===== src/rtl/rsct_pkg.sv =====
// ----------------------------------------------------------------------------
// rsct_pkg: shared types and helpers for the ranked score table
// Entry layout, codes, result word and rank/saturation functions.
// ----------------------------------------------------------------------------
package rsct_pkg;

  localparam int MAX_ENTRIES = 32;
  localparam int IDX_W       = $clog2(MAX_ENTRIES);
  localparam int CNT_W       = $clog2(MAX_ENTRIES + 1);
  localparam int ID_W        = 16;
  localparam int SCORE_W     = 32;
  localparam int SUM_W       = 37;
  localparam int TOP_W       = 6;
  localparam int ENTRY_W     = ID_W + SCORE_W;

  localparam logic [1:0] KIND_ADD   = 2'd0;
  localparam logic [1:0] KIND_RESET = 2'd1;
  localparam logic [1:0] KIND_QUERY = 2'd2;
  localparam logic [1:0] KIND_NOP   = 2'd3;

  localparam logic [1:0] ST_OK       = 2'd0;
  localparam logic [1:0] ST_FULL     = 2'd1;
  localparam logic [1:0] ST_NOTFOUND = 2'd2;
  localparam logic [1:0] ST_EMPTY    = 2'd3;

  typedef struct packed {
    logic [ID_W-1:0]           id;
    logic signed [SCORE_W-1:0] score;
    logic signed [SUM_W-1:0]   sum;
    logic [1:0]                status;
    logic                      last;
  } res_t;

  // true when (sa, ia) ranks ahead of (sb, ib)
  function automatic logic ranks_before(logic signed [SCORE_W-1:0] sa, logic [ID_W-1:0] ia,
                                        logic signed [SCORE_W-1:0] sb, logic [ID_W-1:0] ib);
    if (sa != sb) begin
      return sa > sb;
    end
    return ia < ib;
  endfunction

  function automatic logic signed [SCORE_W-1:0] sat_add(logic signed [SCORE_W-1:0] a,
                                                        logic signed [SCORE_W-1:0] b);
    logic signed [SCORE_W:0] s;
    s = {a[SCORE_W-1], a} + {b[SCORE_W-1], b};
    if (s[SCORE_W] != s[SCORE_W-1]) begin
      return s[SCORE_W] ? {1'b1, {(SCORE_W-1){1'b0}}} : {1'b0, {(SCORE_W-1){1'b1}}};
    end
    return s[SCORE_W-1:0];
  endfunction

endpackage


===== src/rtl/ranked_score_table_unit.sv =====
// ----------------------------------------------------------------------------
// ranked_score_table_unit: top-k leaderboard kept as a sorted table
// Entries live in one RAM in rank order; a sequencer re-ranks and reports.
// ----------------------------------------------------------------------------
// Input words (in_*): tuser holds the kind (add, reset, query), tdata the id,
// the delta and the top count. A word is taken only while the unit is idle.
// Output words (out_*): tdata holds id, score and running sum, tuser the
// status, tlast marks the final word of an input word.
// Add scans the table one entry per cycle to find the id, shifts every entry
// below its old rank up one slot, scans again for the new rank and shifts
// every entry below that rank down one slot, the RAM moving one entry per cycle.
// A query streams one word per cycle while the receiver keeps up; its first
// word passes through the RAM read register and the output register.
// A stalled receiver holds the output register and the query pauses with it;
// the next input word is still taken while a final word waits.
// Reset empties the table at once (only the entry count is cleared); no
// clearing pass runs, so the unit is ready in the first cycle after reset.
// ----------------------------------------------------------------------------
module ranked_score_table_unit (
  input  logic        clk,
  input  logic        rst_n,
  input  logic        in_tvalid,
  output logic        in_tready,
  input  logic [55:0] in_tdata,   // item_id[15:0], delta[47:16], top_count[53:48]
  input  logic [1:0]  in_tuser,   // kind[1:0]
  output logic        out_tvalid,
  input  logic        out_tready,
  output logic [87:0] out_tdata,  // rank_id[15:0], rank_score[47:16], running_sum[84:48]
  output logic [1:0]  out_tuser,  // status[1:0]
  output logic        out_tlast
);

  logic                                 ram_we, ram_rd_en;
  logic [rsct_pkg::IDX_W-1:0]           ram_wr_addr, ram_rd_addr;
  logic [rsct_pkg::ENTRY_W-1:0]         ram_wr_data, ram_rd_data;
  logic                                 slot_free, res_valid;
  rsct_pkg::res_t                       res;
  rsct_pkg::res_t                       out_r;
  logic                                 out_valid_r;

  assign slot_free = !out_valid_r || out_tready;

  rsct_ram #(
    .WIDTH(rsct_pkg::ENTRY_W),
    .DEPTH(rsct_pkg::MAX_ENTRIES)
  ) u_ram (
    .clk    (clk),
    .we     (ram_we),
    .wr_addr(ram_wr_addr),
    .wr_data(ram_wr_data),
    .rd_en  (ram_rd_en),
    .rd_addr(ram_rd_addr),
    .rd_data(ram_rd_data)
  );

  rsct_seq u_seq (
    .clk        (clk),
    .rst_n      (rst_n),
    .in_valid   (in_tvalid),
    .in_ready   (in_tready),
    .in_kind    (in_tuser),
    .in_id      (in_tdata[15:0]),
    .in_delta   (in_tdata[47:16]),
    .in_top     (in_tdata[53:48]),
    .ram_we     (ram_we),
    .ram_wr_addr(ram_wr_addr),
    .ram_wr_data(ram_wr_data),
    .ram_rd_en  (ram_rd_en),
    .ram_rd_addr(ram_rd_addr),
    .ram_rd_data(ram_rd_data),
    .slot_free  (slot_free),
    .res_valid  (res_valid),
    .res        (res)
  );

  always_ff @(posedge clk) begin
    if (!rst_n) begin
      out_valid_r <= 1'b0;
    end else if (res_valid) begin
      out_valid_r <= 1'b1;
    end else if (out_tready) begin
      out_valid_r <= 1'b0;
    end
  end

  always_ff @(posedge clk) begin
    if (res_valid) begin
      out_r <= res;
    end
  end

  assign out_tvalid = out_valid_r;
  assign out_tdata  = {3'b000, out_r.sum, out_r.score, out_r.id};
  assign out_tuser  = out_r.status;
  assign out_tlast  = out_r.last;

endmodule


===== src/rtl/rsct_ram.sv =====
// ----------------------------------------------------------------------------
// rsct_ram: generic simple dual-port RAM
// One write port, one read port with registered data held while rd_en is low.
// ----------------------------------------------------------------------------
module rsct_ram #(
  parameter int WIDTH = 8,
  parameter int DEPTH = 16
) (
  input  logic                     clk,
  input  logic                     we,
  input  logic [$clog2(DEPTH)-1:0] wr_addr,
  input  logic [WIDTH-1:0]         wr_data,
  input  logic                     rd_en,
  input  logic [$clog2(DEPTH)-1:0] rd_addr,
  output logic [WIDTH-1:0]         rd_data
);

  logic [WIDTH-1:0] mem [DEPTH];

  always_ff @(posedge clk) begin
    if (we) begin
      mem[wr_addr] <= wr_data;
    end
    if (rd_en) begin
      rd_data <= mem[rd_addr];
    end
  end

endmodule


===== src/rtl/rsct_seq.sv =====
// ----------------------------------------------------------------------------
// rsct_seq: table sequencer
// Scans, shifts and inserts entries in the RAM; emits result words.
// ----------------------------------------------------------------------------
module rsct_seq (
  input  logic                                     clk,
  input  logic                                     rst_n,
  input  logic                                     in_valid,
  output logic                                     in_ready,
  input  logic [1:0]                               in_kind,
  input  logic [rsct_pkg::ID_W-1:0]                in_id,
  input  logic signed [rsct_pkg::SCORE_W-1:0]      in_delta,
  input  logic [rsct_pkg::TOP_W-1:0]               in_top,
  output logic                                     ram_we,
  output logic [rsct_pkg::IDX_W-1:0]               ram_wr_addr,
  output logic [rsct_pkg::ENTRY_W-1:0]             ram_wr_data,
  output logic                                     ram_rd_en,
  output logic [rsct_pkg::IDX_W-1:0]               ram_rd_addr,
  input  logic [rsct_pkg::ENTRY_W-1:0]             ram_rd_data,
  input  logic                                     slot_free,
  output logic                                     res_valid,
  output rsct_pkg::res_t                           res
);

  typedef enum logic [7:0] {
    S_IDLE   = 8'b0000_0001,
    S_FIND   = 8'b0000_0010,
    S_REMOVE = 8'b0000_0100,
    S_INSPOS = 8'b0000_1000,
    S_INSERT = 8'b0001_0000,
    S_WRITE  = 8'b0010_0000,
    S_RESP   = 8'b0100_0000,
    S_QUERY  = 8'b1000_0000
  } state_t;

  state_t                               state_r, state_nxt;
  logic [1:0]                           kind_r, kind_nxt;
  logic [rsct_pkg::ID_W-1:0]            id_r, id_nxt;
  logic signed [rsct_pkg::SCORE_W-1:0]  delta_r, delta_nxt;
  logic signed [rsct_pkg::SCORE_W-1:0]  score_r, score_nxt;
  logic [1:0]                           status_r, status_nxt;
  logic [rsct_pkg::CNT_W-1:0]           cnt_r, cnt_nxt;
  logic [rsct_pkg::IDX_W-1:0]           ipos_r, ipos_nxt;
  logic [rsct_pkg::CNT_W-1:0]           rd_i_r, rd_i_nxt;
  logic [rsct_pkg::CNT_W-1:0]           rem_r, rem_nxt;
  logic                                 pend_r, pend_nxt;
  logic [rsct_pkg::IDX_W-1:0]           lnd_i_r, lnd_i_nxt;
  logic                                 lnd_last_r, lnd_last_nxt;
  logic signed [rsct_pkg::SUM_W-1:0]    sum_r, sum_nxt;

  logic                                 consume, issue, done;
  logic [rsct_pkg::ID_W-1:0]            d_id;
  logic signed [rsct_pkg::SCORE_W-1:0]  d_sc;
  logic signed [rsct_pkg::SUM_W-1:0]    sum_add;
  logic [rsct_pkg::CNT_W-1:0]           qn;

  assign d_id    = ram_rd_data[rsct_pkg::ENTRY_W-1:rsct_pkg::SCORE_W];
  assign d_sc    = ram_rd_data[rsct_pkg::SCORE_W-1:0];
  assign sum_add = sum_r + {{(rsct_pkg::SUM_W-rsct_pkg::SCORE_W){d_sc[rsct_pkg::SCORE_W-1]}}, d_sc};
  assign qn      = (rsct_pkg::CNT_W'(in_top) < cnt_r) ? rsct_pkg::CNT_W'(in_top) : cnt_r;

  assign consume   = pend_r && ((state_r != S_QUERY) || slot_free);
  assign issue     = (rem_r != '0) && (!pend_r || consume);
  assign done      = (rem_r == '0) && !pend_r;
  assign ram_rd_en   = issue;
  assign ram_rd_addr = rd_i_r[rsct_pkg::IDX_W-1:0];

  always_comb begin
    state_nxt    = state_r;
    kind_nxt     = kind_r;
    id_nxt       = id_r;
    delta_nxt    = delta_r;
    score_nxt    = score_r;
    status_nxt   = status_r;
    cnt_nxt      = cnt_r;
    ipos_nxt     = ipos_r;
    rd_i_nxt     = rd_i_r;
    rem_nxt      = rem_r;
    lnd_i_nxt    = lnd_i_r;
    lnd_last_nxt = lnd_last_r;
    sum_nxt      = sum_r;
    pend_nxt     = issue || (pend_r && !consume);
    in_ready     = 1'b0;
    ram_we       = 1'b0;
    ram_wr_addr  = '0;
    ram_wr_data  = ram_rd_data;
    res_valid    = 1'b0;
    res          = '0;

    if (issue) begin
      rd_i_nxt     = (state_r == S_INSERT) ? rd_i_r - 1'b1 : rd_i_r + 1'b1;
      rem_nxt      = rem_r - 1'b1;
      lnd_i_nxt    = rd_i_r[rsct_pkg::IDX_W-1:0];
      lnd_last_nxt = (rem_r == rsct_pkg::CNT_W'(1));
    end

    case (state_r)
      S_IDLE: begin
        in_ready = 1'b1;
        pend_nxt = 1'b0;
        if (in_valid) begin
          kind_nxt  = in_kind;
          id_nxt    = in_id;
          delta_nxt = in_delta;
          rd_i_nxt  = '0;
          sum_nxt   = '0;
          case (in_kind)
            rsct_pkg::KIND_ADD, rsct_pkg::KIND_RESET: begin
              rem_nxt   = cnt_r;
              state_nxt = S_FIND;
            end
            rsct_pkg::KIND_QUERY: begin
              rem_nxt = qn;
              if (qn == '0) begin
                id_nxt     = '0;
                score_nxt  = '0;
                status_nxt = rsct_pkg::ST_EMPTY;
                state_nxt  = S_RESP;
              end else begin
                state_nxt = S_QUERY;
              end
            end
            default: begin
              rem_nxt = '0;
            end
          endcase
        end
      end
      S_FIND: begin
        if (pend_r && d_id == id_r) begin
          score_nxt = rsct_pkg::sat_add(d_sc, delta_r);
          rd_i_nxt  = rsct_pkg::CNT_W'(lnd_i_r) + 1'b1;
          rem_nxt   = cnt_r - rsct_pkg::CNT_W'(lnd_i_r) - 1'b1;
          pend_nxt  = 1'b0;
          state_nxt = S_REMOVE;
        end else if (done) begin
          if (kind_r == rsct_pkg::KIND_RESET) begin
            score_nxt  = '0;
            status_nxt = rsct_pkg::ST_NOTFOUND;
            state_nxt  = S_RESP;
          end else if (cnt_r == rsct_pkg::CNT_W'(rsct_pkg::MAX_ENTRIES)) begin
            score_nxt  = '0;
            status_nxt = rsct_pkg::ST_FULL;
            state_nxt  = S_RESP;
          end else begin
            score_nxt = delta_r;
            rd_i_nxt  = '0;
            rem_nxt   = cnt_r;
            state_nxt = S_INSPOS;
          end
        end
      end
      S_REMOVE: begin
        // shift the entries below the hole up by one rank
        if (pend_r) begin
          ram_we      = 1'b1;
          ram_wr_addr = lnd_i_r - 1'b1;
        end
        if (done) begin
          cnt_nxt = cnt_r - 1'b1;
          rd_i_nxt = '0;
          if (kind_r == rsct_pkg::KIND_RESET) begin
            score_nxt  = '0;
            status_nxt = rsct_pkg::ST_OK;
            state_nxt  = S_RESP;
          end else begin
            rem_nxt   = cnt_r - 1'b1;
            state_nxt = S_INSPOS;
          end
        end
      end
      S_INSPOS: begin
        if (pend_r && rsct_pkg::ranks_before(score_r, id_r, d_sc, d_id)) begin
          ipos_nxt  = lnd_i_r;
          rd_i_nxt  = cnt_r - 1'b1;
          rem_nxt   = cnt_r - rsct_pkg::CNT_W'(lnd_i_r);
          pend_nxt  = 1'b0;
          state_nxt = S_INSERT;
        end else if (done) begin
          ipos_nxt  = cnt_r[rsct_pkg::IDX_W-1:0];
          rem_nxt   = '0;
          state_nxt = S_INSERT;
        end
      end
      S_INSERT: begin
        // move entries down one rank from the bottom to open the slot
        if (pend_r) begin
          ram_we      = 1'b1;
          ram_wr_addr = lnd_i_r + 1'b1;
        end
        if (done) begin
          state_nxt = S_WRITE;
        end
      end
      S_WRITE: begin
        ram_we      = 1'b1;
        ram_wr_addr = ipos_r;
        ram_wr_data = {id_r, score_r};
        cnt_nxt     = cnt_r + 1'b1;
        status_nxt  = rsct_pkg::ST_OK;
        state_nxt   = S_RESP;
      end
      S_RESP: begin
        if (slot_free) begin
          res_valid  = 1'b1;
          res.id     = id_r;
          res.score  = score_r;
          res.sum    = '0;
          res.status = status_r;
          res.last   = 1'b1;
          state_nxt  = S_IDLE;
        end
      end
      S_QUERY: begin
        if (consume) begin
          res_valid  = 1'b1;
          res.id     = d_id;
          res.score  = d_sc;
          res.sum    = sum_add;
          res.status = rsct_pkg::ST_OK;
          res.last   = lnd_last_r;
          sum_nxt    = sum_add;
        end
        if (done) begin
          state_nxt = S_IDLE;
        end
      end
      default: begin
        state_nxt = S_IDLE;
      end
    endcase
  end

  always_ff @(posedge clk) begin
    if (!rst_n) begin
      state_r <= S_IDLE;
      cnt_r   <= '0;
      rem_r   <= '0;
      pend_r  <= 1'b0;
    end else begin
      state_r <= state_nxt;
      cnt_r   <= cnt_nxt;
      rem_r   <= rem_nxt;
      pend_r  <= pend_nxt;
    end
  end

  always_ff @(posedge clk) begin
    kind_r     <= kind_nxt;
    id_r       <= id_nxt;
    delta_r    <= delta_nxt;
    score_r    <= score_nxt;
    status_r   <= status_nxt;
    ipos_r     <= ipos_nxt;
    rd_i_r     <= rd_i_nxt;
    lnd_i_r    <= lnd_i_nxt;
    lnd_last_r <= lnd_last_nxt;
    sum_r      <= sum_nxt;
  end

endmodule

===== config.mk =====
export PLATFORM = sky130hd
export DESIGN_NAME = ranked_score_table_unit
export DESIGN_NICKNAME = d
export VERILOG_FILES = /design/src/rtl/rsct_pkg.sv /design/src/rtl/ranked_score_table_unit.sv /design/src/rtl/rsct_ram.sv /design/src/rtl/rsct_seq.sv
export SDC_FILE = /design/constraint.sdc
export NUM_CORES = 2
export LEC_CHECK = 0
export BUFFER_PORTS_ARGS = -buffer_cell sky130_fd_sc_hd__buf_4
export CORE_AREA = 8 8 368 370
export CTS_BUF_LIST = sky130_fd_sc_hd__clkbuf_2 sky130_fd_sc_hd__clkbuf_4 sky130_fd_sc_hd__clkbuf_8
export DETAILED_ROUTE_END_ITERATION = 8
export DIE_AREA = 0 0 376 378
export GPL_TIMING_DRIVEN = 0
export HOLD_SLACK_MARGIN = 0.1
export PLACE_DENSITY = 0.83
export SYNTH_ARGS = -nofsm -noshare
export SYNTH_HDL_FRONTEND = slang
export SYNTH_HIERARCHICAL = 1
export SYNTH_SLANG_ARGS = --single-unit

===== constraint.sdc =====
create_clock -name clk -period 6.2 [get_ports clk]
set_clock_uncertainty 0.15 [all_clocks]
set_input_delay 0.31 -clock clk [delete_from_list [all_inputs] [get_ports clk]]
set_output_delay 0.31 -clock clk [all_outputs]
set_load 0.01 [all_outputs]

# ---- After elaboration in Yosys (flattened, before gate mapping)
# Memories as Yosys holds them, arrays and structs flattened. A register that Yosys moved wholly into a read port is not among the register bits.
# Index checks and enable logic that the tools add are counted.
dict set report word_totals {
  mem_count 1
  elab_cells 198
  ff_bits 248
  rom_bits 0
  latch_bits 0
  inputBits 62
  ram_bits 1536
  out_inout_bits 93
}
# memory depth width rd rd_clocked_by_memory_dff write_ports line_no
set mem_list {}
lappend mem_list {u_ram.mem 32 48 1 1 1 rsct_ram.sv:18} ;# logic [WIDTH-1:0] mem [DEPTH];
dict set report op_classes {
  n_mux 98
  n_lt_le_gt_ge 3
  n_addsub 12
  n_eq_ne 32
  shifts 0
  n_bitwise 0
  mul 0
  reduce_logical 32
  n_div 0
}
# op count
set op_table {}
lappend op_table {{$mux W32} 12}
lappend op_table {{$mux W88} 2}
lappend op_table {{$pmux W88 S2} 1}
lappend op_table {{$mux W6} 21}
lappend op_table {{$pmux W32 S3} 1}
lappend op_table {{$mux W8} 11}
lappend op_table {{$mux W37} 2}
lappend op_table {{$pmux W37 S2} 1}
lappend op_table {{$pmux W8 S8} 1}
lappend op_table {{$mux W48} 1}
lappend op_table {{$pmux W6 S4} 2}
lappend op_table {{$add A37 B37 Y37} 1}
lappend op_table {{$add A32 B32 Y33} 1}
lappend op_table {{$gt A32 B32 Y1} 1}
lappend op_table {{$mux W16} 2}
lappend op_table {{$ne A32 B32 Y1} 1}
lappend op_table {{$pmux W6 S2} 2}
lappend op_table {{$sub A6 B1 Y6 const B} 4}
lappend op_table {{$mux W5} 4}
lappend op_table {{$mux W1} 18}
lappend op_table {{$mux W2} 9}
lappend op_table {{$eq A16 B16 Y1} 1}
lappend op_table {{$lt A16 B16 Y1} 1}
lappend op_table {{$ne A2 B1 Y1 const B} 8}
lappend op_table {{other kinds (44)} 69}

# ---- Longest topological paths before layout
dict set report depth {
  word_depth 12
  mapped_depth 14
  depth_no_buf 13
}

# ---- Modules after synthesis
# The synthesis kept the hierarchy.
# mod seq_area_each_um2 cells_per_inst n_inst area_each_um2
set modules_own_cells {}
lappend modules_own_cells {rsct_ram 47565.6 3364 1 61205.0}
lappend modules_own_cells {rsct_seq 4484.3 1534 1 13369.1}
lappend modules_own_cells {ranked_score_table_unit 2662.6 96 1 2717.6}

# ---- Worst setup path after synthesis
# OpenSTA, ideal clock, no wires.
dict set report synth_path {
  path_kind {register to register}
  from {reg u_seq.state_r[1]}
  to {mem u_ram/mem[17][0] (netlist bit), enable pin}
  stages_incl_launch_ff 10
  setup_slack_ns 1.338
  n_path_buf 1
  setup_time_ns 0.454
  required_ns 5.596
  period_less_slack_ns 4.862
  arrival_time_ns 4.258
  cell_sequence {dfxtp_1 > buf_6 > or4_4 > nor3_1 > nand3b_1 > inv_1 > a32oi_1 > nand2_1 > or3b_2 > nor2_1}
}
dict set report synth_via {
  elab_cells_between_ends 8
  classes_between {eq/ne: 3; mux: 4; reduce/logical: 1}
}
# item line_no
set synth_rtl {}
lappend synth_rtl {{start, declared} rsct_seq.sv:36} ;# state_t state_r, state_nxt;
lappend synth_rtl {{start signal, assigned} rsct_seq.sv:241} ;# state_r <= state_nxt;
lappend synth_rtl {{$eq A8 B6 Y1, or another cell as far along} rsct_seq.sv:97} ;# case (state_r)
lappend synth_rtl {{$pmux W5 S3 *} rsct_seq.sv:97}
lappend synth_rtl {{via ram_wr_addr, one bit} ranked_score_table_unit.sv:34} ;# logic [rsct_pkg::IDX_W-1:0] ram_wr_addr, ram_rd_addr;
lappend synth_rtl {{end, declared} rsct_ram.sv:18}
# The timed path passes the listed nets; every way through them passes the cells marked *.

# ---- Final worst setup path
dict set report layout_path {
  from {reg u_ram.rd_data[31] (read register of u_ram.mem)}
  to {reg u_seq.state_r[7]}
}
dict set report layout_via {
  elab_chain_cells 8
  elab_cells_between_ends 12
  classes_between {order compare: 1; eq/ne: 2; mux: 7; reduce/logical: 2}
}
# item line_no
set layout_rtl {}
lappend layout_rtl {{start, declared} rsct_ram.sv:15} ;# output logic [WIDTH-1:0] rd_data
lappend layout_rtl {{branches (longest 3 deep; another with $gt A32 B32 Y1)} -}
lappend layout_rtl {{$mux W1 *} rsct_pkg.sv:40} ;# return ia < ib;
lappend layout_rtl {{$mux W1 *} rsct_seq.sv:97}
lappend layout_rtl {{$logic_and A1 B1 Y1 *} rsct_seq.sv:173} ;# if (pend_r && rsct_pkg::ranks_before(score_r, id_r, d_sc, d_id)) begin
lappend layout_rtl {{$ne A3 B1 Y1 (no source line) / $mux W8 (equally long branches)} -}
lappend layout_rtl {{$reduce_and A8 Y1 (no source line) / $pmux W8 S8 (equally long branches)} -}
# Mark *: on every way between the ends. The select of a mux whose other input is x is not followed.
# A chain may end at the register's enable or synchronous reset.

==> results by group <==
Clock tree
  • CTS-repair resized insts: 0
  • CTS tree: done
  • Hold Buf Count CTS: 123
  • Clock transition at the registers of the reported paths: 0.06 ns
  • CTS Buf Count: 297
  • Clk_lat worst skew: 1.00 ns
  • Number of buffers added for setup after CTS: 0
  • Root buffer cell: clkbuf_8
  • Total clock sinks: 1,831
  • Max clock buf depth: 4
  • H-Tree Depth: 5

Timing
  • F_max: 168 MHz
  • Max-slew headroom: -0.0231
  • Slew @ Worst Pin: 1.52 ns
  • Final setup fails: 0
  • Max Slew Vio Count: 4
  • Min Clock Period, post-route: 5.94 ns
  • Final cycle utilization of the critical path: 0.959
  • Total Neg Setup Slack: 0 ns
  • RSZ-0062 raised after global routing: no
  • Final hold viol count: 0

Global route
  • Vias in the first global route: 48,900
  • Largest net degree at the start of global routing: 62
  • Grt total ovfl: 0
  • First-pass GRT wire length: 311,000 um
  • GR Util All Layers: 0.295
  • Initial antenna violation count: 7

Floorplanning
  • Core area: 0.130 mm2
  • Initial Utilization: 0.594
  • # rows: 133
  • Die width: 376 um
  • Die H: 378 um
  • Die Area: 0.142 mm2
  • I/O pin cnt: 155

Finish
  • Non-Filler Instances: 7,625
  • Fin util: 0.690
  • Most common cell after layout, fill and taps aside: edfxtp_1
  • Synth-to-layout area growth: 16.2%
  • Commonest non-fill, non-tap cells in the layout: edfxtp_1, mux2i_1, nand2_1
  • Final #Nets: 5,878
  • Share of cells above drive strength 1: 0.162

Synthesis
  • Post-synthesis cell type count: 96
  • Post-synthesis sequential area ratio: 0.708
  • Synth Register Bits: 1,831
  • Yosys top cell area share: 0.701
  • Syn Area/Cell: 15.5 um2
  • Ys flop type: edfxtp_1
  • Ys async rst share: 0
  • Post-synth top area cell: edfxtp_1
  • EDFF count, synth: 1,804
  • Largest cells by area after synthesis: edfxtp_1, mux2i_1, ha_1
  • Ys Warns: 6
  • Synthesized netlist cell count: 4,994
  • Area of the mapped netlist: 0.0773 mm2

Drt
  • Via Count: 49,200
  • Post-DRT Antenna Nets: 0
  • Post-DR wirelength/cell: 28.4 um
  • Via-to-Cell Ratio: 6.46
  • Iteration-0 DRC Markers: 7,114
  • First-pass iteration count of the detailed router: 9
  • Drt total wl: 216,000 um
  • DRC: 2

Placed design
  • Port Buffers: 149
  • Inst Count DP: 7,008
  • GPL Wtd Cong: 0.936
  • Detailed placement HPWL: 146,000 um

Worst setup path
  • Register-to-register setup slack: 0.26 ns
  • Critical Path Sink Type: flip-flop
  • Critical path startpoint category: flip-flop
  • Setup CP Type: flip-flop to flip-flop
  • Largest fanout on the critical path: 10
  • Data required time of the worst path: 6.96 ns
  • Cell mode on critical path: nand3_1
  • Slowest CP cell: nor4_1
  • Crit path cell chain: inv_1, ha_1, nand4_1, nor4_1, nand3_1, and3_1, a32oi_1, nand2_1, buf_2, o21ai_0, nand3_1, o31ai_1, dlygate4sd3_1
  • Worst EP arrival: 6.70 ns
  • Max incr delay on CP: 1.31 ns

Pwr
  • Pwr dens: 462 mW/mm2
  • Static leakage: 0.0315 uW
  • Peak VDD IR: 0.322 mV
  • Overall power: 41,500 uW

Job
  • Maxcap violations: 1

Worst hold path
  • Min-Delay Path Class: input pin to flip-flop

Status
  • Outcome: finished, violations left
  • Failing checks: DRC, capacitance limit, slew limit
==> per-stage QoR <==
step	setup slack, ns	cell area [um2]	hold WS (ns)
final	0.257	89800	0.231
after global routing	0.371	89800	0.199
after CTS	0.481	89800	0.126
after detailed placement	0.968	83100	0.339
after global placement	-1.46	80600	0.339
after floorplan	1.34	77300	0.259
==> per-layer routing <==
layer / vias to the layer above / routed length (um) / GRT usage
li1: 20800 / - / -
met3: 702 / 24700 / 0.0684
met5: - / 12 / 0
met1: 24200 / 76200 / 0.365
met2: 3541 / 103000 / 0.487
met4: 2 / 12000 / 0.154
==> Yosys cell counts, types with 15 or more instances <==
cell      count
nor2_1      151
a221o_1      30
o21ai_0     146
ha_1        137
buf_4        42
nand3_1     181
inv_1        89
nand2_1     326
xor2_1       32
nand4_1      19
and3_1       15
buf_2        50
a31oi_1      56
buf_6        49
o21a_1       17
and2_1       32
dfxtp_1      27
nor2b_1      27
a22oi_1     153
a21oi_1     242
a21o_1       50
nor3_1       84
clkbuf_1    105
a22o_1      104
xnor2_1      49
mux2i_1     774
edfxtp_1   1804
==> state kept, by name, indices dropped and copies added, names as in the netlist, 2 cells and up <==
register,flops
u_seq/status_r,2
u_seq/kind_r,2
u_seq/cnt_r,6
u_ram/mem,1536
u_seq/id_r,16
u_seq/lnd_i_r,5
u_ram/rd_data,48
u_seq/rem_r,6
u_seq/score_r,32
u_seq/ipos_r,5
u_seq/sum_r,37
u_seq/state_r,8
u_seq/delta_r,32
out_tuser,2
out_tdata,85
u_seq/rd_i_r,5
==> report_power, final <==
| group | switching [uW] | total, uW | internal, uW |
|---|---|---|---|
| registers | 630 | 16600 | 16000 |
| clock network | 4560 | 9940 | 5380 |
| logic | 9690 | 14900 | 5220 |
| total | 14900 | 41500 | 26600 |
==> final cells by class <==
cell class	count	area, um2
flip-flops and latches	1831	54700
clock inverters	97	628
inverters	92	348
fillers	7978	40400
well taps	1755	2200
clock buffers	388	4850
plain buffers	258	1580
repair buffers	380	4350
diodes	9	22.5
multi-input cells	2815	21100
==> logic make-up (layout without fill, tap and decap cells) <==
logic type | after synthesis | count (layout) | share of synthesized area
compound gates | 909 | 909 | 0.0790
xor+xnor | 83 | 83 | 0.00960
fa+ha+maj | 141 | 141 | 0.0232
buf+inv | 350 | 1215 | 0.0249
flops | 1831 | 1831 | 0.708
mux | 777 | 777 | 0.101
other cells | 1 | 12 | 0.0000485
simple gates | 902 | 902 | 0.0546
==> worst max-delay path, delay by kind of cell, from the launching register on <==
kind	cells	cell delay [ns]
AND/OR/NAND/NOR	6	2.65
buffers and inverters	3	1.01
AO/OA/AOI/OAI	3	0.85
flip-flops	1	0.72
adder cells (fa/ha/maj)	1	0.50
==> path summary, 6_finish.rpt <==
check                           cells after the start               end              start
worst max-delay path                               13  u_seq/state_r[7]  u_ram/rd_data[31]
worst min-delay path                                4  u_seq/state_r[0]          in_tvalid
worst max register to register                     13  u_seq/state_r[7]  u_ram/rd_data[31]
worst min register to register                      2  u_seq/state_r[4]   u_seq/state_r[4]
No activity file was read; power rests on OpenSTA's default activity.
